### src/hdl/bprg_pkg.sv
package bprg_pkg;

  localparam int TICK_W       = 31;
  localparam int USER_W       = 64;
  localparam int WIN_W        = 10;
  localparam int MAXP_W       = 5;
  localparam int CFG_IDX_W    = 2;
  localparam int CFG_DATA_W   = 10;
  localparam int IN_TDATA_W   = 96;
  localparam int OUT_TDATA_W  = 8;

  localparam int MAX_TRACKED_DEF = 16;

  localparam logic [CFG_IDX_W-1:0] CFG_GUARD_ENABLE = 2'd0;
  localparam logic [CFG_IDX_W-1:0] CFG_WINDOW_TICKS = 2'd1;
  localparam logic [CFG_IDX_W-1:0] CFG_MAX_PRESSES  = 2'd2;

  localparam logic              GUARD_ENABLE_RST = 1'b1;
  localparam logic [WIN_W-1:0]  WINDOW_TICKS_RST = 10'd75;
  localparam logic [MAXP_W-1:0] MAX_PRESSES_RST  = 5'd5;

  typedef struct packed {
    logic load_in;
    logic eval;
    logic scan;
    logic commit;
    logic emit;
  } ctrl_cmd_t;

  typedef struct packed {
    logic need_scan;
    logic scan_done;
    logic out_free;
  } ctrl_sts_t;

endpackage

### src/hdl/button_press_rate_guard_core.sv
// Button press rate guard.
// Commands enter on the in_ channel, one transfer per server tick, and each
// command yields exactly one result transfer on the out_ channel, in order.
// The guard passes the button level through but holds it low until release
// when a new press would exceed max_presses (capped at MAX_TRACKED) accepted
// presses within the last window_ticks ticks. Exempt commands pass untouched.
// The configuration port writes guard_enable, window_ticks and max_presses;
// write it only while no command is in flight.
// Each command is loaded in IDLE and evaluated in EVAL. Releases, held
// buttons, exempt commands and a disabled guard then go straight to EMIT,
// which writes the output register. A new press first passes SCAN, a
// compaction sweep over the stored press times (at most MAX_TRACKED), one
// entry a cycle through the memory's single read port, and then COMMIT,
// which stores the press or blocks it, before EMIT.
// A new command is taken once the previous result sits in the output register,
// so the next command starts even while the receiver stalls; a stalled result
// is held until taken, and the next command waits in EMIT, stalling the input.
// Reset (rst_n low, synchronous) clears the guard state and loads the
// register defaults: guard enabled, a 75-tick window and five presses.
module button_press_rate_guard_core #(
  parameter int MAX_TRACKED = bprg_pkg::MAX_TRACKED_DEF
) (
  input  logic                                 clk,
  input  logic                                 rst_n,
  input  logic                                 in_tvalid,
  output logic                                 in_tready,
  // tick[30:0], user_id[94:31], button_down[95]
  input  logic [bprg_pkg::IN_TDATA_W-1:0]      in_tdata,
  // exempt[0]
  input  logic                                 in_tuser,
  output logic                                 out_tvalid,
  input  logic                                 out_tready,
  // button_out[0], suppressed[1], zero fill [7:2]
  output logic [bprg_pkg::OUT_TDATA_W-1:0]     out_tdata,
  input  logic                                 cfg_we,
  input  logic [bprg_pkg::CFG_IDX_W-1:0]       cfg_index,
  input  logic [bprg_pkg::CFG_DATA_W-1:0]      cfg_data
);

  logic                           guard_enable_r;
  logic [bprg_pkg::WIN_W-1:0]     window_ticks_r;
  logic [bprg_pkg::MAXP_W-1:0]    max_presses_r;
  bprg_pkg::ctrl_cmd_t            cmd;
  bprg_pkg::ctrl_sts_t            sts;
  logic                           btn_out;
  logic                           sup_out;

  always_ff @(posedge clk) begin
    if (!rst_n) begin
      guard_enable_r <= bprg_pkg::GUARD_ENABLE_RST;
      window_ticks_r <= bprg_pkg::WINDOW_TICKS_RST;
      max_presses_r  <= bprg_pkg::MAX_PRESSES_RST;
    end else if (cfg_we) begin
      unique case (cfg_index)
        bprg_pkg::CFG_GUARD_ENABLE: guard_enable_r <= cfg_data[0];
        bprg_pkg::CFG_WINDOW_TICKS: window_ticks_r <= cfg_data[bprg_pkg::WIN_W-1:0];
        bprg_pkg::CFG_MAX_PRESSES:  max_presses_r  <= cfg_data[bprg_pkg::MAXP_W-1:0];
        default: begin
        end
      endcase
    end
  end

  bprg_ctrl u_ctrl (
    .clk      (clk),
    .rst_n    (rst_n),
    .in_valid (in_tvalid),
    .in_ready (in_tready),
    .sts      (sts),
    .cmd      (cmd)
  );

  bprg_dp #(
    .MAX_TRACKED (MAX_TRACKED)
  ) u_dp (
    .clk            (clk),
    .rst_n          (rst_n),
    .guard_enable   (guard_enable_r),
    .window_ticks   (window_ticks_r),
    .max_presses    (max_presses_r),
    .in_tick        (in_tdata[30:0]),
    .in_user_id     (in_tdata[94:31]),
    .in_exempt      (in_tuser),
    .in_button_down (in_tdata[95]),
    .cmd            (cmd),
    .sts            (sts),
    .out_valid      (out_tvalid),
    .out_ready      (out_tready),
    .out_button_out (btn_out),
    .out_suppressed (sup_out)
  );

  assign out_tdata = {6'b0, sup_out, btn_out};

endmodule

### src/hdl/bprg_ctrl.sv
module bprg_ctrl (
  input  logic               clk,
  input  logic               rst_n,
  input  logic               in_valid,
  output logic               in_ready,
  input  bprg_pkg::ctrl_sts_t sts,
  output bprg_pkg::ctrl_cmd_t cmd
);

  typedef enum logic [4:0] {
    ST_IDLE   = 5'b00001,
    ST_EVAL   = 5'b00010,
    ST_SCAN   = 5'b00100,
    ST_COMMIT = 5'b01000,
    ST_EMIT   = 5'b10000
  } state_t;

  state_t state_r, state_nxt;

  always_ff @(posedge clk) begin
    if (!rst_n) begin
      state_r <= ST_IDLE;
    end else begin
      state_r <= state_nxt;
    end
  end

  always_comb begin
    state_nxt   = state_r;
    cmd         = '0;
    in_ready    = 1'b0;
    unique case (state_r)
      ST_IDLE: begin
        in_ready    = 1'b1;
        cmd.load_in = in_valid;
        if (in_valid) begin
          state_nxt = ST_EVAL;
        end
      end
      ST_EVAL: begin
        cmd.eval  = 1'b1;
        state_nxt = sts.need_scan ? ST_SCAN : ST_EMIT;
      end
      ST_SCAN: begin
        cmd.scan = 1'b1;
        if (sts.scan_done) begin
          state_nxt = ST_COMMIT;
        end
      end
      ST_COMMIT: begin
        cmd.commit = 1'b1;
        state_nxt  = ST_EMIT;
      end
      ST_EMIT: begin
        cmd.emit = sts.out_free;
        if (sts.out_free) begin
          state_nxt = ST_IDLE;
        end
      end
      default: begin
        state_nxt = ST_IDLE;
      end
    endcase
  end

endmodule

### src/hdl/bprg_dp.sv
module bprg_dp #(
  parameter int MAX_TRACKED = bprg_pkg::MAX_TRACKED_DEF
) (
  input  logic                            clk,
  input  logic                            rst_n,
  input  logic                            guard_enable,
  input  logic [bprg_pkg::WIN_W-1:0]      window_ticks,
  input  logic [bprg_pkg::MAXP_W-1:0]     max_presses,
  input  logic [bprg_pkg::TICK_W-1:0]     in_tick,
  input  logic [bprg_pkg::USER_W-1:0]     in_user_id,
  input  logic                            in_exempt,
  input  logic                            in_button_down,
  input  bprg_pkg::ctrl_cmd_t             cmd,
  output bprg_pkg::ctrl_sts_t             sts,
  output logic                            out_valid,
  input  logic                            out_ready,
  output logic                            out_button_out,
  output logic                            out_suppressed
);

  localparam int CNT_W = $clog2(MAX_TRACKED + 1);
  localparam int IDX_W = (MAX_TRACKED > 1) ? $clog2(MAX_TRACKED) : 1;
  localparam int CMP_W = (CNT_W > bprg_pkg::MAXP_W) ? CNT_W : bprg_pkg::MAXP_W;
  localparam int TW    = bprg_pkg::TICK_W;
  localparam int WIN_W_L = bprg_pkg::WIN_W;

  logic [TW-1:0]               tick_r;
  logic [bprg_pkg::USER_W-1:0] user_r;
  logic                        exempt_r;
  logic                        down_r;

  logic [CNT_W-1:0]            count_r, count_nxt;
  logic [TW-1:0]               last_tick_r, last_tick_nxt;
  logic [bprg_pkg::USER_W-1:0] last_user_r, last_user_nxt;
  logic                        held_r, held_nxt;
  logic                        block_r, block_nxt;
  logic [CNT_W-1:0]            rd_idx_r, rd_idx_nxt;
  logic [CNT_W-1:0]            kept_r, kept_nxt;
  logic                        cmp_vld_r, cmp_vld_nxt;
  logic                        out_valid_r, out_valid_nxt;
  logic                        res_btn_r, res_btn_nxt;
  logic                        res_sup_r, res_sup_nxt;
  logic                        obtn_r, osup_r;

  logic [TW-1:0]               press_times_r [MAX_TRACKED];
  logic [TW-1:0]               rdata_r;

  logic                        clr;
  logic                        held_eff;
  logic                        block_eff;
  logic                        rd_go;
  logic [TW:0]                 age;
  logic                        keep;
  logic [WIN_W_L-1:0]          win_eff;
  logic [CMP_W-1:0]            limit;
  logic [CMP_W-1:0]            maxp_ext;
  logic                        at_limit;
  logic                        wr_en;
  logic [IDX_W-1:0]            wr_idx;
  logic [TW-1:0]               wr_data;

  assign clr       = (user_r != last_user_r) || (tick_r < last_tick_r);
  assign held_eff  = held_r & ~clr;
  assign block_eff = block_r & ~clr;
  assign rd_go     = cmd.scan && (rd_idx_r != count_r);

  assign win_eff   = (window_ticks == '0) ? WIN_W_L'(1) : window_ticks;
  assign age       = {1'b0, tick_r} - {1'b0, rdata_r};
  assign keep      = age[TW] || (age[TW-1:0] < {{(TW - WIN_W_L){1'b0}}, win_eff});

  assign maxp_ext  = CMP_W'(max_presses);
  assign limit     = (maxp_ext > CMP_W'(MAX_TRACKED)) ? CMP_W'(MAX_TRACKED) : maxp_ext;
  assign at_limit  = CMP_W'(kept_r) >= limit;

  assign sts.need_scan = ~exempt_r & guard_enable & down_r & ~held_eff;
  assign sts.scan_done = (rd_idx_r == count_r) && !cmp_vld_r;
  assign sts.out_free  = !out_valid_r || out_ready;

  assign out_valid      = out_valid_r;
  assign out_button_out = obtn_r;
  assign out_suppressed = osup_r;

  always_comb begin
    count_nxt     = count_r;
    last_tick_nxt = last_tick_r;
    last_user_nxt = last_user_r;
    held_nxt      = held_r;
    block_nxt     = block_r;
    rd_idx_nxt    = rd_idx_r;
    kept_nxt      = kept_r;
    cmp_vld_nxt   = cmp_vld_r;
    res_btn_nxt   = res_btn_r;
    res_sup_nxt   = res_sup_r;
    wr_en         = 1'b0;
    wr_idx        = kept_r[IDX_W-1:0];
    wr_data       = rdata_r;

    if (cmd.eval) begin
      rd_idx_nxt  = '0;
      kept_nxt    = '0;
      cmp_vld_nxt = 1'b0;
      res_btn_nxt = down_r;
      res_sup_nxt = 1'b0;
      if (exempt_r) begin
        res_btn_nxt = down_r;
      end else if (!guard_enable) begin
        count_nxt     = '0;
        last_tick_nxt = '0;
        last_user_nxt = '0;
        held_nxt      = 1'b0;
        block_nxt     = 1'b0;
      end else begin
        last_tick_nxt = tick_r;
        last_user_nxt = user_r;
        count_nxt     = clr ? '0 : count_r;
        if (!down_r) begin
          held_nxt    = 1'b0;
          block_nxt   = 1'b0;
          res_btn_nxt = 1'b0;
        end else if (held_eff) begin
          held_nxt    = 1'b1;
          block_nxt   = block_eff;
          res_btn_nxt = ~block_eff;
          res_sup_nxt = block_eff;
        end
      end
    end

    if (cmd.scan) begin
      cmp_vld_nxt = rd_go;
      if (rd_go) begin
        rd_idx_nxt = rd_idx_r + CNT_W'(1);
      end
      if (cmp_vld_r && keep) begin
        wr_en    = 1'b1;
        wr_data  = rdata_r;
        kept_nxt = kept_r + CNT_W'(1);
      end
    end

    if (cmd.commit) begin
      held_nxt = 1'b1;
      if (at_limit) begin
        count_nxt   = kept_r;
        block_nxt   = 1'b1;
        res_btn_nxt = 1'b0;
        res_sup_nxt = 1'b1;
      end else begin
        wr_en       = 1'b1;
        wr_data     = tick_r;
        count_nxt   = kept_r + CNT_W'(1);
        block_nxt   = 1'b0;
        res_btn_nxt = 1'b1;
        res_sup_nxt = 1'b0;
      end
    end

    out_valid_nxt = out_valid_r;
    if (cmd.emit) begin
      out_valid_nxt = 1'b1;
    end else if (out_ready) begin
      out_valid_nxt = 1'b0;
    end
  end

  always_ff @(posedge clk) begin
    if (!rst_n) begin
      count_r     <= '0;
      last_tick_r <= '0;
      last_user_r <= '0;
      held_r      <= 1'b0;
      block_r     <= 1'b0;
      cmp_vld_r   <= 1'b0;
      out_valid_r <= 1'b0;
    end else begin
      count_r     <= count_nxt;
      last_tick_r <= last_tick_nxt;
      last_user_r <= last_user_nxt;
      held_r      <= held_nxt;
      block_r     <= block_nxt;
      cmp_vld_r   <= cmp_vld_nxt;
      out_valid_r <= out_valid_nxt;
    end
  end

  always_ff @(posedge clk) begin
    if (cmd.load_in) begin
      tick_r   <= in_tick;
      user_r   <= in_user_id;
      exempt_r <= in_exempt;
      down_r   <= in_button_down;
    end
    rd_idx_r  <= rd_idx_nxt;
    kept_r    <= kept_nxt;
    res_btn_r <= res_btn_nxt;
    res_sup_r <= res_sup_nxt;
    if (cmd.emit) begin
      obtn_r <= res_btn_nxt;
      osup_r <= res_sup_nxt;
    end
  end

  always_ff @(posedge clk) begin
    if (wr_en) begin
      press_times_r[wr_idx] <= wr_data;
    end
    if (rd_go) begin
      rdata_r <= press_times_r[rd_idx_r[IDX_W-1:0]];
    end
  end

endmodule
### config.mk
export PLATFORM = sky130hd
export DESIGN_NAME = button_press_rate_guard_core
export DESIGN_NICKNAME = d
export VERILOG_FILES = /design/src/hdl/bprg_pkg.sv /design/src/hdl/button_press_rate_guard_core.sv /design/src/hdl/bprg_ctrl.sv /design/src/hdl/bprg_dp.sv
export SDC_FILE = /design/constraint.sdc
export NUM_CORES = 1
export LEC_CHECK = 0
export ABC_AREA = 1
export ABC_CLOCK_PERIOD_IN_PS = 6520
export BUFFER_PORTS_ARGS = -buffer_cell sky130_fd_sc_hd__buf_2
export CAP_MARGIN = 5
export CORE_MARGIN = 5
export CORE_UTILIZATION = 56
export DETAILED_ROUTE_END_ITERATION = 12
export GPL_ROUTABILITY_DRIVEN = 1
export GPL_TIMING_DRIVEN = 0
export HOLD_SLACK_MARGIN = 0.05
export PLACE_DENSITY = 0.76
export SYNTH_ARGS = -nofsm -noshare
export SYNTH_HDL_FRONTEND = slang
export SYNTH_SLANG_ARGS = --single-unit
### constraint.sdc
create_clock -name clk -period 6.52 [get_ports clk]
set_clock_uncertainty 0.1 [all_clocks]
set_input_delay 1.956 -clock clk [delete_from_list [all_inputs] [get_ports clk]]
set_output_delay 1.956 -clock clk [all_outputs]
set_load 0.05 [all_outputs]
# --- Yosys cells after proc, flatten, opt, wreduce, memory -nomap -nowiden ---
# Memories as Yosys holds them, arrays and structs flattened. A register that Yosys moved wholly into a read port is not among the register bits.
# Cells that the tools add are included.
totals:
  register_bits: 236
  ramBits: 496
  inputBits: 114
  output_inout_bits: 10
  elab_cells: 139
  mem_count: 1
memory_table:
  columns: ["memory", "depth", "width", "rd", "rd_clocked_by_memory_dff", "wr", "line", "source"]
  rows:
  - ["u_dp.press_times_r", 16, 31, 1, 1, 1, "bprg_dp.sv:45", "logic [TW-1:0] press_times_r [MAX_TRACKED];"]
op_classes:
  n_addsub: 3
  n_lt_le_gt_ge: 4
  eq_ne: 16
  muxes: 65
  n_bitwise: 9
  reduce_logical: 20
ops:
  columns: ["op", "n"]
  rows:
  - ["$mux 31", 3]
  - ["$mux 5", 17]
  - ["$mux 64", 1]
  - ["$ne 64x64->1", 1]
  - ["$mux 1", 42]
  - ["$sub 31x31->32", 1]
  - ["$lt 31x10->1", 1]
  - ["$lt 31x31->1", 1]
  - ["$pmux 5 s5", 1]
  - ["$add 5x1->5 const B", 2]
  - ["$logic_not 10->1", 1]
  - ["$mux 10", 1]
  - ["$reduce_and 3->1", 3]
  - ["$reduce_and 2->1", 4]
  - ["$ne 2x2->1 const B", 3]
  - ["$reduce_bool 2->1", 3]
  - ["$and 1x1->1", 5]
  - ["$eq 5x1->1 const B", 1]
  - ["$eq 5x2->1 const B", 1]
  - ["$eq 5x3->1 const B", 1]
  - ["$eq 5x4->1 const B", 1]
  - ["$eq 5x5->1", 1]
  - ["$eq 5x5->1 const B", 1]
  - ["$ge 5x5->1", 1]
  - ["12 further kinds", 20]

# --- Logic depth before layout (Yosys ltp) ---
# Gate-level depths: netlist of the first run.
depth:
  depth_word: 11
  ltp_mapped: 23
  mapped_depth_nobuf: 23

# --- Cells and area by module ---
# Synthesis of the first run repeated with hierarchy kept, for this count alone.
hier_totals:
  hier_cells: 3157
  hier_area_um2: 33253.1
modules_own_cells:
  columns: ["mod", "instances", "cells_each", "area_per_inst_um2", "seq_area_each_um2"]
  rows:
  - ["bprg_dp", 1, 3012, 32224.7, 21120.3]
  - ["button_press_rate_guard_core", 1, 100, 726.9, 320.3]
  - ["bprg_ctrl", 1, 45, 301.5, 100.1]

# --- Worst setup path after synthesis of the first run ---
# Ideal clock, no wire load.
synth_path:
  path_kind: "reg2reg"
  from: "register u_ctrl.state_r[2]"
  to: "register u_dp.down_r (enable)"
  setup_ps: 554
  arrival_time_ps: 6427
  required_time_ps: 5866
  slack_ps: -561
  stages_incl_launch_ff: 6
  path_buffers: 0
  synth_period_minus_slack_ps: 7081
  path_cell_list: "dfxtp_1 nor2_1 inv_1 nor4_1 inv_1 nor2_1"
synth_lines:
  columns: ["item", "line", "source"]
  rows:
  - ["start: declaration", "bprg_ctrl.sv:18", "state_t state_r, state_nxt;"]
  - ["start signal: assignment", "bprg_ctrl.sv:24", "state_r <= state_nxt;"]
  - ["end signal: assignment", "bprg_dp.sv:191", "down_r <= in_button_down;"]
  - ["end: declaration", "bprg_dp.sv:30", "logic down_r;"]

# --- Final worst setup path of the first run ---
layout_path:
  from: "register u_dp.rdata_r[0], read port of u_dp.press_times_r"
  to: "memory u_dp.press_times_r[10][10] (netlist bit) (enable)"
layout_between:
  elab_chain_cells: 10
layout_rtl:
  columns: ["item", "line", "source"]
  rows:
  - ["start: declaration", "bprg_dp.sv:46", "logic [TW-1:0] rdata_r;"]
  - ["$sub 31x31->32 *", "bprg_dp.sv:68", "assign age = {1'b0, tick_r} - {1'b0, rdata_r};"]
  - ["$lt 31x10->1", "bprg_dp.sv:69", "assign keep = age[TW] || (age[TW-1:0] < {{(TW - WIN_W_L){1'b0}}, win_eff});"]
  - ["$logic_or 1x1->1 *", "bprg_dp.sv:69", null]
  - ["$logic_and 1x1->1 *", "bprg_dp.sv:134", "if (cmp_vld_r && keep) begin"]
  - ["$mux 1 *", "bprg_dp.sv:134", null]
  - ["$mux 1 *", "bprg_dp.sv:129", "if (cmd.scan) begin"]
  - ["$mux 1", "bprg_dp.sv:143", "if (at_limit) begin"]
  - ["$mux 1 *", "bprg_dp.sv:141", "if (cmd.commit) begin"]
  - ["$mux 1 *", "bprg_dp.sv:204", "if (wr_en) begin"]
  - ["$mux 1 (not written as such) *", "bprg_dp.sv:205", "press_times_r[wr_idx] <= wr_data;"]
  - ["end: declaration", "bprg_dp.sv:45", null]
# Every way passes the cells marked *; elsewhere a longest branch is shown, timed or not.

==> flow_summary.ini, run 1 <==
[synth]
syn_inst = 3028
synth_top_area_share_pct = 56.1
yosysSeqAreaShare_pct = 64.3
yosysWarnings = 0
ys_top_cells_by_area = edfxtp_1 56%, dfxtp_1 8.2%, nand2_1 6.3%
avgSynthCellArea_um2 = 11.1
yosysTopAreaCell = edfxtp_1
mappedNetlistArea_um2 = 33500
synth_edf_count = 626
ys.flop_type = edfxtp_1
synth_seq_cells = 763
synth_async_sr_flop_share_pct = 0
yosysUniqueCellTypes = 45

[timing]
tns_ns = 0
slew_violations = 0
setup_viol = 0
fin_crit_sh_pct = 76.5
hold_viol = 0
rsz0062_at_grt = no
slew_headroom_pct = 17.9
worstMarginPinSlew_ns = 1.23
fmax_ghz = 0.200
min_period_ns = 4.99

[critical_path]
cp_top_family = simple AND/OR/NAND/NOR gates
cpMostUsedCell = nand2_2
crit_path_cell_trace = ha_1 -> fa_1 -> inv_1 -> nand3_1 -> nand2_2 -> nand2_2 -> nand2_2 -> xor2_1 -> ha_1 -> a21oi_1 -> o21ai_0 -> a21oi_1 -> nor2_1 -> nor2_1 -> nand3_1 -> nand2_2 -> nand2_2 -> nand2_2 -> nand2_2 -> nor2_4 -> buf_16
critPathArrivalTime_ns = 5.22
crit_slowest_cell = nor2_4
critPathKind = flip-flop to flip-flop
critPathBufInv = 2
path_max_fanout = 20
end_kind = flip-flop
crit_required_ns = 6.75
critPathLaunchType = flip-flop
critical-path-max-stage-delay_ns = 0.73

[floorplan]
fp.dieW_um = 255
rows = 89
start_util_pct = 56.6
die-height_um = 255
pin_count = 124
dieArea_um2 = 64800
core_area_um2 = 59100

[cts]
cts_tree = done
htreeDepth = 3
cts_made_buffers = 78
cts_root_buffer = clkbuf_16
postCtsResizedCells = 0
hold_buffers = 0
ctsLongestPathBuffers = 3
clock-sinks = 763
clock_latency_ns = 0.64
cts.clk_slew.worst_paths_ns = 0.06
post-cts-setup-buffer-count = 0

[hold_path]
hp-class = flip-flop to flip-flop

[drt]
drtIter0Drc = 2895
num_vias = 24602
dr.pass1.iters = 6
drcViolationCount = 0
ant_nets = 0
wl_per_cell_um = 23.3
wl_mm = 95.9
via_per_inst = 5.98

[power_and_ir_drop]
p_per_area_nw_per_um2 = 303
ir_drop_v = 0.000277
power_leakage_nw = 14.0

[place]
gp_congestion = 0.929
dp_hpwl_mm = 65.6
io_buffers = 116

[flow_run]
maxCapViolations = 0

[grt]
track_usage_pct = 28.8
grt_first_pass_wirelength_mm = 140
antenna_found_initial = 3
grt_max_degree = 42
grt_pass1_vias = 23894
grt_remaining_overflow = 0

[layout]
fillers = 4312
mostFrequentLayoutCells = 626 x edfxtp_1, 559 x nand2_1, 358 x inv_1
final_util_pct = 64.9
nets = 3474
drive_gt1_share_pct = 10.6
layout_commonest_cell = edfxtp_1
area_growth_pct = 14.7

[run_status]
outcome = finished clean
==> where the power goes <==
part           total (mW)  switching, mW  internal [mW]
Clock                4.46           1.88           2.58
Sequential           5.42         0.0713           5.35
Combinational        1.77           1.26          0.510
Total                11.6           3.22           8.43
==> path summary, 6_finish.rpt <==
kind	start	endpoint	slack [ns]	depth (start not counted)
min reg2reg	u_dp.last_tick_r[2]	u_dp.last_tick_r[2]	0.37	2
min	u_dp.last_tick_r[2]	u_dp.last_tick_r[2]	0.37	2
max reg2reg	u_dp.rdata_r[0]	u_dp.press_times_r[10][10]	1.53	21
max	u_dp.rdata_r[0]	u_dp.press_times_r[10][10]	1.53	21
==> layout make-up <==
cell class / instances / area (um2) / share of cell area, %
antenna: 2 / 5.00 / 0.0130
buffer: 140 / 601 / 1.56
clock buffer: 104 / 2150 / 5.61
clock inverter: 36 / 395 / 1.03
inverter: 366 / 1370 / 3.58
multi-input combinational: 1764 / 10100 / 26.3
sequential: 763 / 21500 / 56.1
tap: 773 / 967 / 2.52
timing repair buffer: 166 / 1250 / 3.25
==> per-layer routing <==
metal	share of wire, %	GRT usage [%]	wire length (um)
met2	46	46.0	44600
met5	0.014	0	13
met3	11	6.47	10700
met4	4.3	12.4	4140
met1	38	38.6	36400
==> logic make-up (layout without fill, tap and decap cells) <==
group | Yosys count | after routing | share of synthesized area [%]
buf+inv | 506 | 812 | 5.90
xor+xnor | 71 | 71 | 1.86
compound gates | 634 | 634 | 10.6
simple gates | 847 | 847 | 10.5
other cells | 1 | 8 | 0.0112
mux | 125 | 125 | 3.74
flops | 763 | 763 | 64.3
fa+ha+maj | 81 | 81 | 3.05
==> worst min-delay path, cell delays in order (launching register included) <==
cell and delay [ns]:
dfxtp_1 0.31, nand2_1 0.06, a21oi_1 0.05
==> cells in the mapped netlist, types with 2 or more instances <==
master and number:
a211oi_1 3, a21oi_1 279, and2_1 4, and3_1 2, buf_1 11, buf_2 24, buf_4 8, buf_6 2
clkbuf_1 95, clkinv_1 3, dfxtp_1 137, edfxtp_1 626, ha_1 80, inv_1 358, inv_2 5, mux2i_1 125
nand2_1 559, nand2_2 14, nand3_1 101, nand3b_1 2, nand4_1 36, nor2_1 99, nor3_1 13, nor3b_1 2
nor4_1 7, o211ai_1 130, o21a_1 2, o21ai_0 204, o21ai_1 4, o21bai_1 2, o22ai_1 2, o31ai_1 2
or2_2 6, xnor2_1 59, xor2_1 12
==> flip-flops by register name, indices dropped and copies added (netlist names), 10 cells and up <==
signal,cells
u_dp.press_times_r,496
u_dp.tick_r,31
window_ticks_r,10
u_dp.user_r,64
u_dp.last_tick_r,31
u_dp.rdata_r,31
u_dp.last_user_r,64
==> per-stage QoR <==
stage               setup slack (ns)  instance area (um2)  hold slack (ns)  power, mW  std cells
finish                          1.53                38400            0.365       11.6       4114
global route                    1.32                38400            0.385       12.0       4114
CTS                             1.55                38400            0.367       11.6       4112
detailed placement              1.55                35800            0.355       7.21       3972
global placement              -0.817                35000            0.352       7.15       3922
floorplan                       1.06                33500            0.329       6.51       3033
No activity file was read; power rests on OpenSTA's default activity.
==> inputs of run 2 (changes only) <==
ABC_AREA = 0   (was 1)
ABC_CLOCK_PERIOD_IN_PS = 5160   (was 6520)
CORE_UTILIZATION = 62   (was 56)
PLACE_DENSITY = 0.8   (was 0.76)
clock period = 5.16 ns   (was 6.52 ns; I/O delays follow)
==> flow_summary.ini, run 2 <==
[run_status]
violations = setup timing
outcome = complete, but fails checks

[critical_path]
crit_required_ns = 5.41
critPathKind = flip-flop to flip-flop
end_kind = flip-flop
critPathArrivalTime_ns = 5.53
path_max_fanout = 5
critPathLaunchType = flip-flop

[place]
place_inst = 2818
io_buffers = 117
dp_hpwl_mm = 50.5
postPlaceCellArea_um2 = 33600
gp_congestion = 0.933

[timing]
hold_viol = 0
fin_crit_sh_pct = 102
min_period_ns = 5.28
worstMarginPinSlew_ns = 1.43
setup_viol = 378
slew_violations = 0
setup_ws_ns = -0.120
tns_ns = -16.40
slew_headroom_pct = 4.19
rsz0062_at_grt = yes
fmax_ghz = 0.189

[power_and_ir_drop]
p_int_mw = 10.2
power_leakage_nw = 12.6
switchingPower_mw = 3.15
ir_drop_v = 0.000288
p_comb_share_pct = 7.0
clock_power_share_pct = 41.1
power_frac_seq_pct = 51.8
p_per_area_nw_per_um2 = 354
switching_share_pct = 23.6

[cts]
ctsLongestPathBuffers = 3
cts_tree = done
cts_root_buffer = clkbuf_16
cts.clk_slew.worst_paths_ns = 0.06
clock_latency_ns = 0.66
htreeDepth = 3
cts_made_buffers = 76
clock-sinks = 763
hold_buffers = 0

[drt]
drtIter0Drc = 3545
num_vias = 20986
drcViolationCount = 0
wl_per_cell_um = 32.1
via_per_inst = 6.89
wl_mm = 97.8
ant_nets = 0
dr.pass1.iters = 9

[synth]
synth_async_sr_flop_share_pct = 0
synth_edf_count = 626
yosysTopAreaCell = edfxtp_1
avgSynthCellArea_um2 = 15.9
ys.flop_type = edfxtp_1
yosys-top-cells-count = 626 x edfxtp_1, 155 x mux4_2, 140 x nor2_1
ys_top_cells_by_area = edfxtp_1 59%, mux4_2 11%, dfxtp_1 8.6%
synth_seq_cells = 763
yosysUniqueCellTypes = 83
mappedNetlistArea_um2 = 31800
synth_top_area_share_pct = 59.0
yosysSeqAreaShare_pct = 67.7
syn_inst = 1997
yosysMostFrequentCell = edfxtp_1
yosysWarnings = 0

[grt]
grt_pass1_vias = 20630
globalRouteMet3Util_pct = 6.67
busiest_layer = met2
grt_max_degree = 51
grt_first_pass_wirelength_mm = 135
grtUsageMet2_pct = 53.4
track_usage_pct = 33.0
grtUsageMet1_pct = 43.5
antenna_found_initial = 0
grt_remaining_overflow = 0

[flow_run]
maxCapViolations = 0

[layout]
drive_gt1_share_pct = 24.5
mostFrequentLayoutCells = 626 x edfxtp_1, 155 x mux4_2, 138 x nor2_1
largest_reg_flops = 496
diodes = 0
regMostFlops = u_dp.press_times_r
layout_commonest_cell = edfxtp_1
nets = 2504
fin_cells = 3048
final_util_pct = 73.7
area_growth_pct = 18.3
design_area_um2 = 37700
reg_top3 = u_dp.press_times_r (496), u_dp.last_user_r (64), u_dp.user_r (64)

[floorplan]
rows = 83
die-height_um = 237
dieArea_um2 = 56000
start_util_pct = 62.3
fp.dieW_um = 237
pin_count = 124
core_area_um2 = 51100

[hold_path]
hp-class = flip-flop to flip-flop
-- run 2: area by class of cell --
class,instances,area (um2)
Sequential cell,763,21500
Buffer,100,453
Fill cell,2977,13400
Tap cell,680,851
Inverter,88,330
Multi-Input combinational cell,1060,9890
Timing Repair Buffer,220,2190
Clock buffer,90,1990
Clock inverter,47,439
-- run 2: timing repair --
item                       in CTS  in global routing
setup endpoints to repair     496                496
pin swaps                      19                 11
gates resized for setup        40                 31
buffers inserted               57                 16
gates cloned                   12                  8
-- run 2: logic make-up after synthesis --
group	count (synthesis)	share of synthesized area (%)
buffers and inverters	189	2.42
flip-flops	763	67.7
AO/OA/AOI/OAI	311	6.73
AND/OR/NAND/NOR	394	6.11
other	1	0.0118
adder cells (fa/ha/maj)	81	3.21
XOR/XNOR	90	2.48
multiplexers	168	11.4
-- run 2: layer usage --
metal,vias up,wire length [um]
li1,8424,-
met1,10345,32900
met2,1787,46600
met3,430,11900
met4,0,6380
met5,-,0
-- run 2: power groups by stage --
| stage | logic (mW) | clock network [mW] | registers (mW) |
|---|---|---|---|
| global placement | 0.806 | 0 | 7.04 |
| global route | 1.01 | 5.77 | 6.91 |
| floorplan | 0.598 | 0 | 6.98 |
| detailed placement | 0.841 | 0 | 7.02 |
| finish | 0.938 | 5.48 | 6.90 |
| CTS | 0.865 | 5.44 | 6.89 |
-- run 2: worst paths after layout --
path	start	cells after the start	slack [ns]	to
setup reg to reg	u_dp.tick_r[3]	20	-0.12	u_dp.press_times_r[10][18]
setup / recovery	u_dp.tick_r[3]	20	-0.12	u_dp.press_times_r[10][18]
hold reg to reg	max_presses_r[0]	2	0.37	max_presses_r[0]
hold / removal	max_presses_r[0]	2	0.37	max_presses_r[0]
-- run 2: stage by stage --
step | hold slack (ns) | setup slack [ns] | power (mW)
floorplan | 0.333 | 0.0753 | 7.58
global placement | 0.355 | -1.49 | 7.84
detailed placement | 0.356 | -0.946 | 7.86
CTS | 0.376 | 0.0109 | 13.2
global route | 0.406 | -0.290 | 13.7
finish | 0.374 | -0.120 | 13.3
-- run 2: worst max-delay path: stages (launching register included) --
cell and delay (ns):
edfxtp_1 0.51, ha_4 0.35, o211ai_1 0.11, a21oi_2 0.25
nor2_4 0.07, nor2_2 0.08, a31oi_1 0.10, xnor2_1 0.15
ha_1 0.34, a2111oi_4 0.35, o21ai_1 0.12, nor4b_2 0.27
o2111ai_1 0.19, or4_4 0.53, nor4_4 0.31, nand4b_4 0.16
buf_12 0.16, nand3_4 0.13, clkbuf_16 0.20, and3_4 0.31
clkbuf_16 0.20
